==> src/rtl/mrs_pkg.sv <==
// ----------------------------------------------------------------------------
// MIDI running status parser package
// Event kinds, the event record, and status and controller codes.
// ----------------------------------------------------------------------------
package mrs_pkg;

  typedef enum logic [2:0] {
    KIND_NOTE_ON  = 3'd0,
    KIND_NOTE_OFF = 3'd1,
    KIND_ALL_OFF  = 3'd2,
    KIND_CONTROL  = 3'd3,
    KIND_PROGRAM  = 3'd4
  } event_kind_e;

  typedef struct packed {
    event_kind_e kind;
    logic [6:0]  key;
    logic [6:0]  value;
  } evt_t;

  // Message type as held in bits 6:4 of a channel status byte.
  localparam logic [2:0] TYPE_NOTE_OFF = 3'h0;  // 0x8n
  localparam logic [2:0] TYPE_NOTE_ON  = 3'h1;  // 0x9n
  localparam logic [2:0] TYPE_CONTROL  = 3'h3;  // 0xBn
  localparam logic [2:0] TYPE_PROGRAM  = 3'h4;  // 0xCn
  localparam logic [2:0] TYPE_PRESSURE = 3'h5;  // 0xDn
  localparam logic [2:0] TYPE_SYSTEM   = 3'h7;  // 0xFn

  localparam logic [6:0] CC_ALL_SOUND_OFF = 7'd120;
  localparam logic [6:0] CC_ALL_NOTES_OFF = 7'd123;
  localparam logic [6:0] PROGRAM_MASK     = 7'd63;

endpackage

==> src/rtl/mrs_if.sv <==
// ----------------------------------------------------------------------------
// MIDI running status parser channels
// Valid/ready channels for incoming bytes and outgoing events.
// ----------------------------------------------------------------------------
interface mrs_byte_if;
  logic       valid;
  logic       ready;
  logic [7:0] midi_byte;

  modport source (output valid, output midi_byte, input ready);
  modport sink   (input valid, input midi_byte, output ready);
endinterface

interface mrs_event_if;
  logic       valid;
  logic       ready;
  logic [2:0] event_kind;
  logic [6:0] event_key;
  logic [6:0] event_value;

  modport source (output valid, output event_kind, output event_key, output event_value,
                  input ready);
  modport sink   (input valid, input event_kind, input event_key, input event_value,
                  output ready);
endinterface

==> src/rtl/mrs_in_stage.sv <==
// ----------------------------------------------------------------------------
// MIDI running status parser input register
// Holds one received byte until the decode stage takes it.
// ----------------------------------------------------------------------------
module mrs_in_stage (
  input  logic       clk_i,
  input  logic       rst_ni,
  input  logic       in_valid_i,
  input  logic [7:0] in_byte_i,
  output logic       in_ready_o,
  input  logic       take_i,
  output logic       byte_valid_o,
  output logic [7:0] byte_o
);

  logic       valid_q, valid_d;
  logic [7:0] byte_q;
  logic       load;

  // The register frees up in the same cycle that its beat moves on.
  assign in_ready_o = !valid_q || take_i;
  assign load       = in_valid_i && in_ready_o;

  always_comb begin
    valid_d = valid_q;
    if (load) begin
      valid_d = 1'b1;
    end else if (take_i) begin
      valid_d = 1'b0;
    end
  end

  always_ff @(posedge clk_i or negedge rst_ni) begin
    if (!rst_ni) begin
      valid_q <= 1'b0;
    end else begin
      valid_q <= valid_d;
    end
  end

  always_ff @(posedge clk_i) begin
    if (load) begin
      byte_q <= in_byte_i;
    end
  end

  assign byte_valid_o = valid_q;
  assign byte_o       = byte_q;

endmodule

==> src/rtl/mrs_decode.sv <==
// ----------------------------------------------------------------------------
// MIDI running status parser decode
// Keeps the running status and decodes completed channel messages.
// ----------------------------------------------------------------------------
module mrs_decode (
  input  logic         clk_i,
  input  logic         rst_ni,
  input  logic         byte_valid_i,
  input  logic [7:0]   byte_i,
  input  logic         take_i,
  output logic         evt_valid_o,
  output mrs_pkg::evt_t evt_o
);

  logic       stat_vld_q, stat_vld_d;
  logic [2:0] stat_type_q, stat_type_d;
  logic       two_q, two_d;
  logic       dcount_q, dcount_d;
  logic [6:0] first_q, first_d;

  logic       adv;
  logic       done;
  logic [6:0] d0, d1;

  assign adv = byte_valid_i && take_i;

  always_comb begin
    stat_vld_d  = stat_vld_q;
    stat_type_d = stat_type_q;
    two_d       = two_q;
    dcount_d    = dcount_q;
    first_d     = first_q;
    done        = 1'b0;
    d0          = byte_i[6:0];
    d1          = '0;

    if (adv) begin
      if (byte_i[7]) begin
        if (byte_i[6:4] == mrs_pkg::TYPE_SYSTEM) begin
          // Real-time bytes pass untouched; system-common bytes drop the status.
          if (!byte_i[3]) begin
            stat_vld_d = 1'b0;
            dcount_d   = 1'b0;
          end
        end else begin
          stat_vld_d  = 1'b1;
          stat_type_d = byte_i[6:4];
          dcount_d    = 1'b0;
          two_d       = !(byte_i[6:4] == mrs_pkg::TYPE_PROGRAM ||
                          byte_i[6:4] == mrs_pkg::TYPE_PRESSURE);
        end
      end else if (stat_vld_q) begin
        if (!dcount_q) begin
          first_d = byte_i[6:0];
          if (two_q) begin
            dcount_d = 1'b1;
          end else begin
            done = 1'b1;
          end
        end else begin
          dcount_d = 1'b0;
          done     = 1'b1;
          d0       = first_q;
          d1       = byte_i[6:0];
        end
      end
    end
  end

  always_comb begin
    evt_valid_o = 1'b0;
    evt_o.kind  = mrs_pkg::KIND_NOTE_OFF;
    evt_o.key   = d0;
    evt_o.value = '0;
    unique case (stat_type_q)
      mrs_pkg::TYPE_NOTE_ON: begin
        evt_valid_o = done;
        if (d1 != '0) begin
          evt_o.kind  = mrs_pkg::KIND_NOTE_ON;
          evt_o.value = d1;
        end
      end
      mrs_pkg::TYPE_NOTE_OFF: begin
        evt_valid_o = done;
      end
      mrs_pkg::TYPE_CONTROL: begin
        evt_valid_o = done;
        if (d0 == mrs_pkg::CC_ALL_SOUND_OFF || d0 == mrs_pkg::CC_ALL_NOTES_OFF) begin
          evt_o.kind = mrs_pkg::KIND_ALL_OFF;
          evt_o.key  = '0;
        end else begin
          evt_o.kind  = mrs_pkg::KIND_CONTROL;
          evt_o.value = d1;
        end
      end
      mrs_pkg::TYPE_PROGRAM: begin
        evt_valid_o = done;
        evt_o.kind  = mrs_pkg::KIND_PROGRAM;
        evt_o.key   = d0 & mrs_pkg::PROGRAM_MASK;
      end
      default: begin
        // Aftertouch, channel pressure and pitch bend only consume their bytes.
        evt_valid_o = 1'b0;
      end
    endcase
  end

  always_ff @(posedge clk_i or negedge rst_ni) begin
    if (!rst_ni) begin
      stat_vld_q  <= 1'b0;
      stat_type_q <= '0;
      two_q       <= 1'b0;
      dcount_q    <= 1'b0;
      first_q     <= '0;
    end else begin
      stat_vld_q  <= stat_vld_d;
      stat_type_q <= stat_type_d;
      two_q       <= two_d;
      dcount_q    <= dcount_d;
      first_q     <= first_d;
    end
  end

  a_evt_from_data: assert property (@(posedge clk_i) disable iff (!rst_ni)
    evt_valid_o |-> (adv && !byte_i[7] && stat_vld_q))
    else $error("event raised by a beat that is not a data byte under a status");

  a_common_clears: assert property (@(posedge clk_i) disable iff (!rst_ni)
    (adv && byte_i[7:3] == 5'b11110) |=> (!stat_vld_q && !dcount_q))
    else $error("system-common byte did not clear the running status");

  a_realtime_keeps: assert property (@(posedge clk_i) disable iff (!rst_ni)
    (adv && byte_i[7:3] == 5'b11111) |=>
      (stat_vld_q == $past(stat_vld_q) && dcount_q == $past(dcount_q)))
    else $error("real-time byte changed the parser state");

  a_count_needs_two: assert property (@(posedge clk_i) disable iff (!rst_ni)
    dcount_q |-> (stat_vld_q && two_q))
    else $error("pending first data byte without a two-byte status");

  a_all_off_zero: assert property (@(posedge clk_i) disable iff (!rst_ni)
    (evt_valid_o && evt_o.kind == mrs_pkg::KIND_ALL_OFF) |->
      (evt_o.key == '0 && evt_o.value == '0))
    else $error("all notes off event carries a nonzero key or value");

endmodule

==> src/rtl/mrs_out_stage.sv <==
// ----------------------------------------------------------------------------
// MIDI running status parser result register
// Holds one decoded event until the sink takes the beat.
// ----------------------------------------------------------------------------
module mrs_out_stage (
  input  logic          clk_i,
  input  logic          rst_ni,
  input  logic          evt_valid_i,
  input  mrs_pkg::evt_t evt_i,
  input  logic          byte_valid_i,
  output logic          take_o,
  output logic          out_valid_o,
  output mrs_pkg::evt_t out_evt_o,
  input  logic          out_ready_i
);

  logic          valid_q, valid_d;
  mrs_pkg::evt_t evt_q;
  logic          load;

  assign take_o = !valid_q || out_ready_i;
  assign load   = byte_valid_i && take_o && evt_valid_i;

  always_comb begin
    valid_d = valid_q;
    if (load) begin
      valid_d = 1'b1;
    end else if (out_ready_i) begin
      valid_d = 1'b0;
    end
  end

  always_ff @(posedge clk_i or negedge rst_ni) begin
    if (!rst_ni) begin
      valid_q <= 1'b0;
    end else begin
      valid_q <= valid_d;
    end
  end

  always_ff @(posedge clk_i) begin
    if (load) begin
      evt_q <= evt_i;
    end
  end

  assign out_valid_o = valid_q;
  assign out_evt_o   = evt_q;

endmodule

==> src/rtl/midi_running_status_parser.sv <==
// ----------------------------------------------------------------------------
// MIDI running status parser
// Turns a MIDI byte stream into note, controller and program events.
// ----------------------------------------------------------------------------
// A message's last data byte is held in the input register, then its event in
// the result register. Throughput: one byte per cycle while that register is
// empty or being taken; the input register frees up as it hands off.
// Reset clears the running status, the data count and both valid flags.
// ----------------------------------------------------------------------------
module midi_running_status_parser (
  input  logic               clk_i,
  input  logic               rst_ni,
  mrs_byte_if.sink           in_i,
  mrs_event_if.source        out_o
);

  logic          take;
  logic          byte_valid;
  logic [7:0]    byte_s1;
  logic          evt_valid;
  mrs_pkg::evt_t evt;
  mrs_pkg::evt_t out_evt;

  mrs_in_stage u_in (
    .clk_i        (clk_i),
    .rst_ni       (rst_ni),
    .in_valid_i   (in_i.valid),
    .in_byte_i    (in_i.midi_byte),
    .in_ready_o   (in_i.ready),
    .take_i       (take),
    .byte_valid_o (byte_valid),
    .byte_o       (byte_s1)
  );

  mrs_decode u_decode (
    .clk_i        (clk_i),
    .rst_ni       (rst_ni),
    .byte_valid_i (byte_valid),
    .byte_i       (byte_s1),
    .take_i       (take),
    .evt_valid_o  (evt_valid),
    .evt_o        (evt)
  );

  mrs_out_stage u_out (
    .clk_i        (clk_i),
    .rst_ni       (rst_ni),
    .evt_valid_i  (evt_valid),
    .evt_i        (evt),
    .byte_valid_i (byte_valid),
    .take_o       (take),
    .out_valid_o  (out_o.valid),
    .out_evt_o    (out_evt),
    .out_ready_i  (out_o.ready)
  );

  assign out_o.event_kind  = out_evt.kind;
  assign out_o.event_key   = out_evt.key;
  assign out_o.event_value = out_evt.value;

endmodule

==> src/flat_wrapper.sv <==
// flat-port wrapper written by rule: the top's interface ports become plain ports
module midi_running_status_parser_flat 
  (clk_i, rst_ni, in_i_valid, in_i_midi_byte, in_i_ready, out_o_valid, out_o_event_kind, out_o_event_key, out_o_event_value, out_o_ready);
  mrs_byte_if in_i_i ();
  mrs_event_if out_o_i ();
  input  logic clk_i;
  input  logic rst_ni;
  input wire logic [$bits(in_i_i.valid)-1:0] in_i_valid;
  input wire logic [$bits(in_i_i.midi_byte)-1:0] in_i_midi_byte;
  output wire logic [$bits(in_i_i.ready)-1:0] in_i_ready;
  output wire logic [$bits(out_o_i.valid)-1:0] out_o_valid;
  output wire logic [$bits(out_o_i.event_kind)-1:0] out_o_event_kind;
  output wire logic [$bits(out_o_i.event_key)-1:0] out_o_event_key;
  output wire logic [$bits(out_o_i.event_value)-1:0] out_o_event_value;
  input wire logic [$bits(out_o_i.ready)-1:0] out_o_ready;
  assign in_i_i.valid = in_i_valid;
  assign in_i_i.midi_byte = in_i_midi_byte;
  assign in_i_ready = in_i_i.ready;
  assign out_o_valid = out_o_i.valid;
  assign out_o_event_kind = out_o_i.event_kind;
  assign out_o_event_key = out_o_i.event_key;
  assign out_o_event_value = out_o_i.event_value;
  assign out_o_i.ready = out_o_ready;
  midi_running_status_parser u_core (.clk_i(clk_i), .rst_ni(rst_ni), .in_i(in_i_i), .out_o(out_o_i));
endmodule
==> config.mk <==
export PLATFORM = sky130hd
export DESIGN_NAME = midi_running_status_parser_flat
export DESIGN_NICKNAME = d
export VERILOG_FILES = /design/src/rtl/mrs_pkg.sv /design/src/rtl/mrs_if.sv /design/src/rtl/mrs_in_stage.sv /design/src/rtl/mrs_decode.sv /design/src/rtl/mrs_out_stage.sv /design/src/rtl/midi_running_status_parser.sv /design/src/flat_wrapper.sv
export SDC_FILE = /design/constraint.sdc
export NUM_CORES = 1
export LEC_CHECK = 0
export BUFFER_PORTS_ARGS = -buffer_cell sky130_fd_sc_hd__buf_2
export CORE_ASPECT_RATIO = 1.5
export CORE_UTILIZATION = 55
export CTS_BUF_LIST = sky130_fd_sc_hd__clkbuf_4 sky130_fd_sc_hd__clkbuf_8
export DETAILED_ROUTE_END_ITERATION = 6
export PLACE_DENSITY = 0.79
export SLEW_MARGIN = 20
export SYNTH_ARGS = -nofsm -noshare
export SYNTH_HDL_FRONTEND = slang
export SYNTH_SLANG_ARGS = --single-unit
==> constraint.sdc <==
create_clock -name clk_i -period 8.6 [get_ports clk_i]
set_clock_uncertainty 0.2 [all_clocks]
set_input_delay 2.15 -clock clk_i [delete_from_list [all_inputs] [get_ports clk_i]]
set_output_delay 2.15 -clock clk_i [all_outputs]
set_load 0.005 [all_outputs]
==> flow_metrics.env <==
export IMPL_hold_buffers=0
export IMPL_multi_input_area_um2=578.1
export IMPL_track_usage_pct=18.39
export IMPL_cts_buffer_depth=2
export IMPL_cts_clk_slew_worst_paths_ns=0.07
export IMPL_max_stage_delay_ns=0.18
export IMPL_core_um2=2973
export IMPL_max_freq_mhz=202.5
export IMPL_power_mw=0.4747
export IMPL_slew_viol_final=0
export IMPL_finalCritPeriodShare_pct=57.42
export IMPL_status="complete, no violations"
export IMPL_syn2layout_area_growth_pct=13.99
export IMPL_yosysMostFrequentCell="edfxtp_1"
export IMPL_syn_area_per_cell_um2=13.72
export IMPL_cts_tree="yes"
export IMPL_grt_pass1_wl_mm=4.754
export IMPL_port_buffers=30
export IMPL_die_w_um=48.33
export IMPL_worstSkewPairLatency_ns=0.29
export IMPL_io_pins=31
export IMPL_cts_resized_gates=0
export IMPL_die_area_um2=3455
export IMPL_fin_nets=171
export IMPL_final_hold_viol_count=0
export IMPL_synth_ff_type="edfxtp_1"
export IMPL_wire_per_inst_um=13.96
export IMPL_crit_path_top_delay_cell="nand3b_1"
export IMPL_grt_start_max_net_pins=18
export IMPL_powerDensity_nw_per_um2=235.2
export IMPL_ys_seq_area_share_pct=63.60
export IMPL_ys_top_cells_by_count="edfxtp_1, dfrtp_1, and2_1, nor2_1, mux2_4"
export IMPL_arrival_ns=2.59
export IMPL_die_height_um=71.49
export IMPL_place_congestion=0.8933
export IMPL_worstPathMaxFanout=3
export IMPL_synth_top_cell_area_share_pct=42.40
export IMPL_drt_iter0_markers=41
export IMPL_cts_setup_buffers=0
export IMPL_p_sw_share_pct=26.57
export IMPL_maxCapViolCount=0
export IMPL_drcViolationCount=0
export IMPL_endpoint_kind="output pin"
export IMPL_synth_seq_cells=40
export IMPL_required_ns=6.25
export IMPL_ys_types=35
export IMPL_startpoint_type="input pin"
export IMPL_cts_root_buf="clkbuf_8"
export IMPL_hp_class="reg -> reg"
export IMPL_synthArstFlopShare_pct=37.50
export IMPL_cts_sinks=40
export IMPL_fin_crit_ns=4.938
export IMPL_clockPowerShare_pct=26.3
export IMPL_drive_above_1_share_pct=32.50
export IMPL_path_class="in -> out"
export IMPL_regArea_um2=1126
export IMPL_synth_largest_area_cell="edfxtp_1"
export IMPL_ant_nets=0
export IMPL_worst_slew_pin_slew_ns=0.4123
export IMPL_seq_power_share_pct=56.6
export IMPL_p_int_mw=0.3486
export IMPL_path_cells="buf_2 -> nand3b_1 -> buf_2"
export IMPL_max_slew_margin_rel_pct=72.26
export IMPL_finalSetupViolations=0
export IMPL_htreeDepth=2
export IMPL_routed_wl_mm=2.779
export IMPL_p_sw_mw=0.1262
export IMPL_hpwl_mm=2.016
export IMPL_insertedDiodeCount=0
export IMPL_syn_area_um2=1770
export IMPL_gr_total_overflow=0
export IMPL_crit_top_cell="buf_2"
export IMPL_comb_power_share_pct=17.1
export IMPL_initial_core_util_pct=59.55
export IMPL_drtPass1Iterations=4
export IMPL_postSynthCellCount=129
export IMPL_finalSetupTns_ns=0
export IMPL_num_rows=24
export IMPL_numCtsBuffers=5
export IMPL_fillers=222
export IMPL_peakVddDrop_mv=0.2097
export IMPL_syn_nets=141
export IMPL_power_leakage_nw=0.8595
export IMPL_synth_edff_count=25
export IMPL_drt_vias_per_instance=5.769
export IMPL_vias=1148
export IMPL_synth_top_cells_by_area="edfxtp_1, dfrtp_1, mux2_4"
export IMPL_grt_pass1_vias=1117
export IMPL_antenna_found_initial=0
export IMPL_rsz0062_at_grt="false"
export IMPL_yosys_warnings=0
-- critical path, delay by kind of cell --
kind | cells | cell delay [ns]
buffers and inverters | 2 | 0.25
and+or+nand+nor | 1 | 0.18
-- power groups by stage --
stage | logic [mW] | clock network (mW) | registers [mW]
5_1_grt | 0.0898 | 0.133 | 0.271
2_1_floorplan | 0.0695 | 0 | 0.260
3_5_place_dp | 0.0803 | 0 | 0.271
6_report | 0.0812 | 0.125 | 0.268
4_1_cts | 0.0811 | 0.127 | 0.268
3_3_place_gp | 0.0774 | 0 | 0.268
-- logic make-up (layout without fill, tap and decap cells) --
logic type	after synthesis	in the layout	synth area share, %
and+or+nand+nor	40	40	13.64
muxes	14	14	9.965
AOI/OAI and AO/OA	21	21	7.704
DFF	40	40	63.60
buffers and inverters	12	43	4.098
xor gates and xnor gates	2	2	0.9896
-- final cells by class --
type | instances | share of cell area, %
Sequential cell | 40 | 55.80
Multi-Input combinational cell | 77 | 28.64
Timing Repair Buffer | 31 | 7.812
Clock buffer | 6 | 4.092
Tap cell | 39 | 2.418
Inverter | 4 | 0.7440
Clock inverter | 2 | 0.4960
-- sequential cells by signal (all words and copies together), names as in the netlist --
| register | count |
|---|---|
| u_core.u_decode.two_q | 1 |
| u_core.u_decode.stat_vld_q | 1 |
| u_core.u_in.byte_o | 8 |
| u_core.u_decode.stat_type_q | 3 |
| u_core.u_decode.first_q | 7 |
| u_core.u_out.out_valid_o | 1 |
| u_core.u_decode.dcount_q | 1 |
| u_core.u_in.byte_valid_o | 1 |
| u_core.u_out.out_evt_o | 17 |
-- layout by cell type, fill, tap and decap left out, types with 4 or more instances in the layout --
| master | instances |
|---|---|
| nor2_1 | 8 |
| mux2i_1 | 6 |
| and2_1 | 8 |
| buf_2 | 30 |
| a21oi_1 | 6 |
| o21ai_0 | 6 |
| inv_1 | 4 |
| edfxtp_1 | 25 |
| clkbuf_8 | 6 |
| mux2_4 | 7 |
| nand2b_1 | 4 |
| dfrtp_1 | 15 |
-- path summary, 6_finish.rpt --
path / cells after the start / from / slack, ns / end
min in group asynchronous: 1 / rst_ni / 1.55 / u_core.u_decode.dcount_q
max in group asynchronous: 1 / rst_ni / 6.39 / u_core.u_decode.first_q[4]
worst min-delay path: 1 / u_core.u_decode.first_q[3] / 0.35 / u_core.u_decode.first_q[3]
worst max register to register: 4 / u_core.u_in.byte_o[7] / 6.52 / u_core.u_out.out_evt_o[11]
worst min register to register: 1 / u_core.u_decode.first_q[3] / 0.35 / u_core.u_decode.first_q[3]
worst max-delay path: 3 / out_o_ready / 3.66 / in_i_ready
-- per-stage QoR --
stage | util, % | setup slack, ns | instance area (um2) | hold WS (ns) | std cells
floorplan | - | 3.826 | 1770 | 0.2896 | 129
global placement | 64.77 | 3.693 | 1926 | 0.3210 | 191
detailed placement | 64.77 | 3.668 | 1926 | 0.3304 | 191
CTS | 67.89 | 3.662 | 2018 | 0.3498 | 199
global route | 67.89 | 3.636 | 2018 | 0.3695 | 199
finish | 67.89 | 3.662 | 2018 | 0.3544 | 199
-- per-layer routing --
metal  track usage (%)  part of all wire [%]  vias up
met5                 0                     0        -
met4             9.804                   1.5        0
met3             5.732                   5.1        5
met2             33.96                    54       47
met1             18.18                    39      564
li1                  -                     -      532
Power figures use the tool's default switching activity.
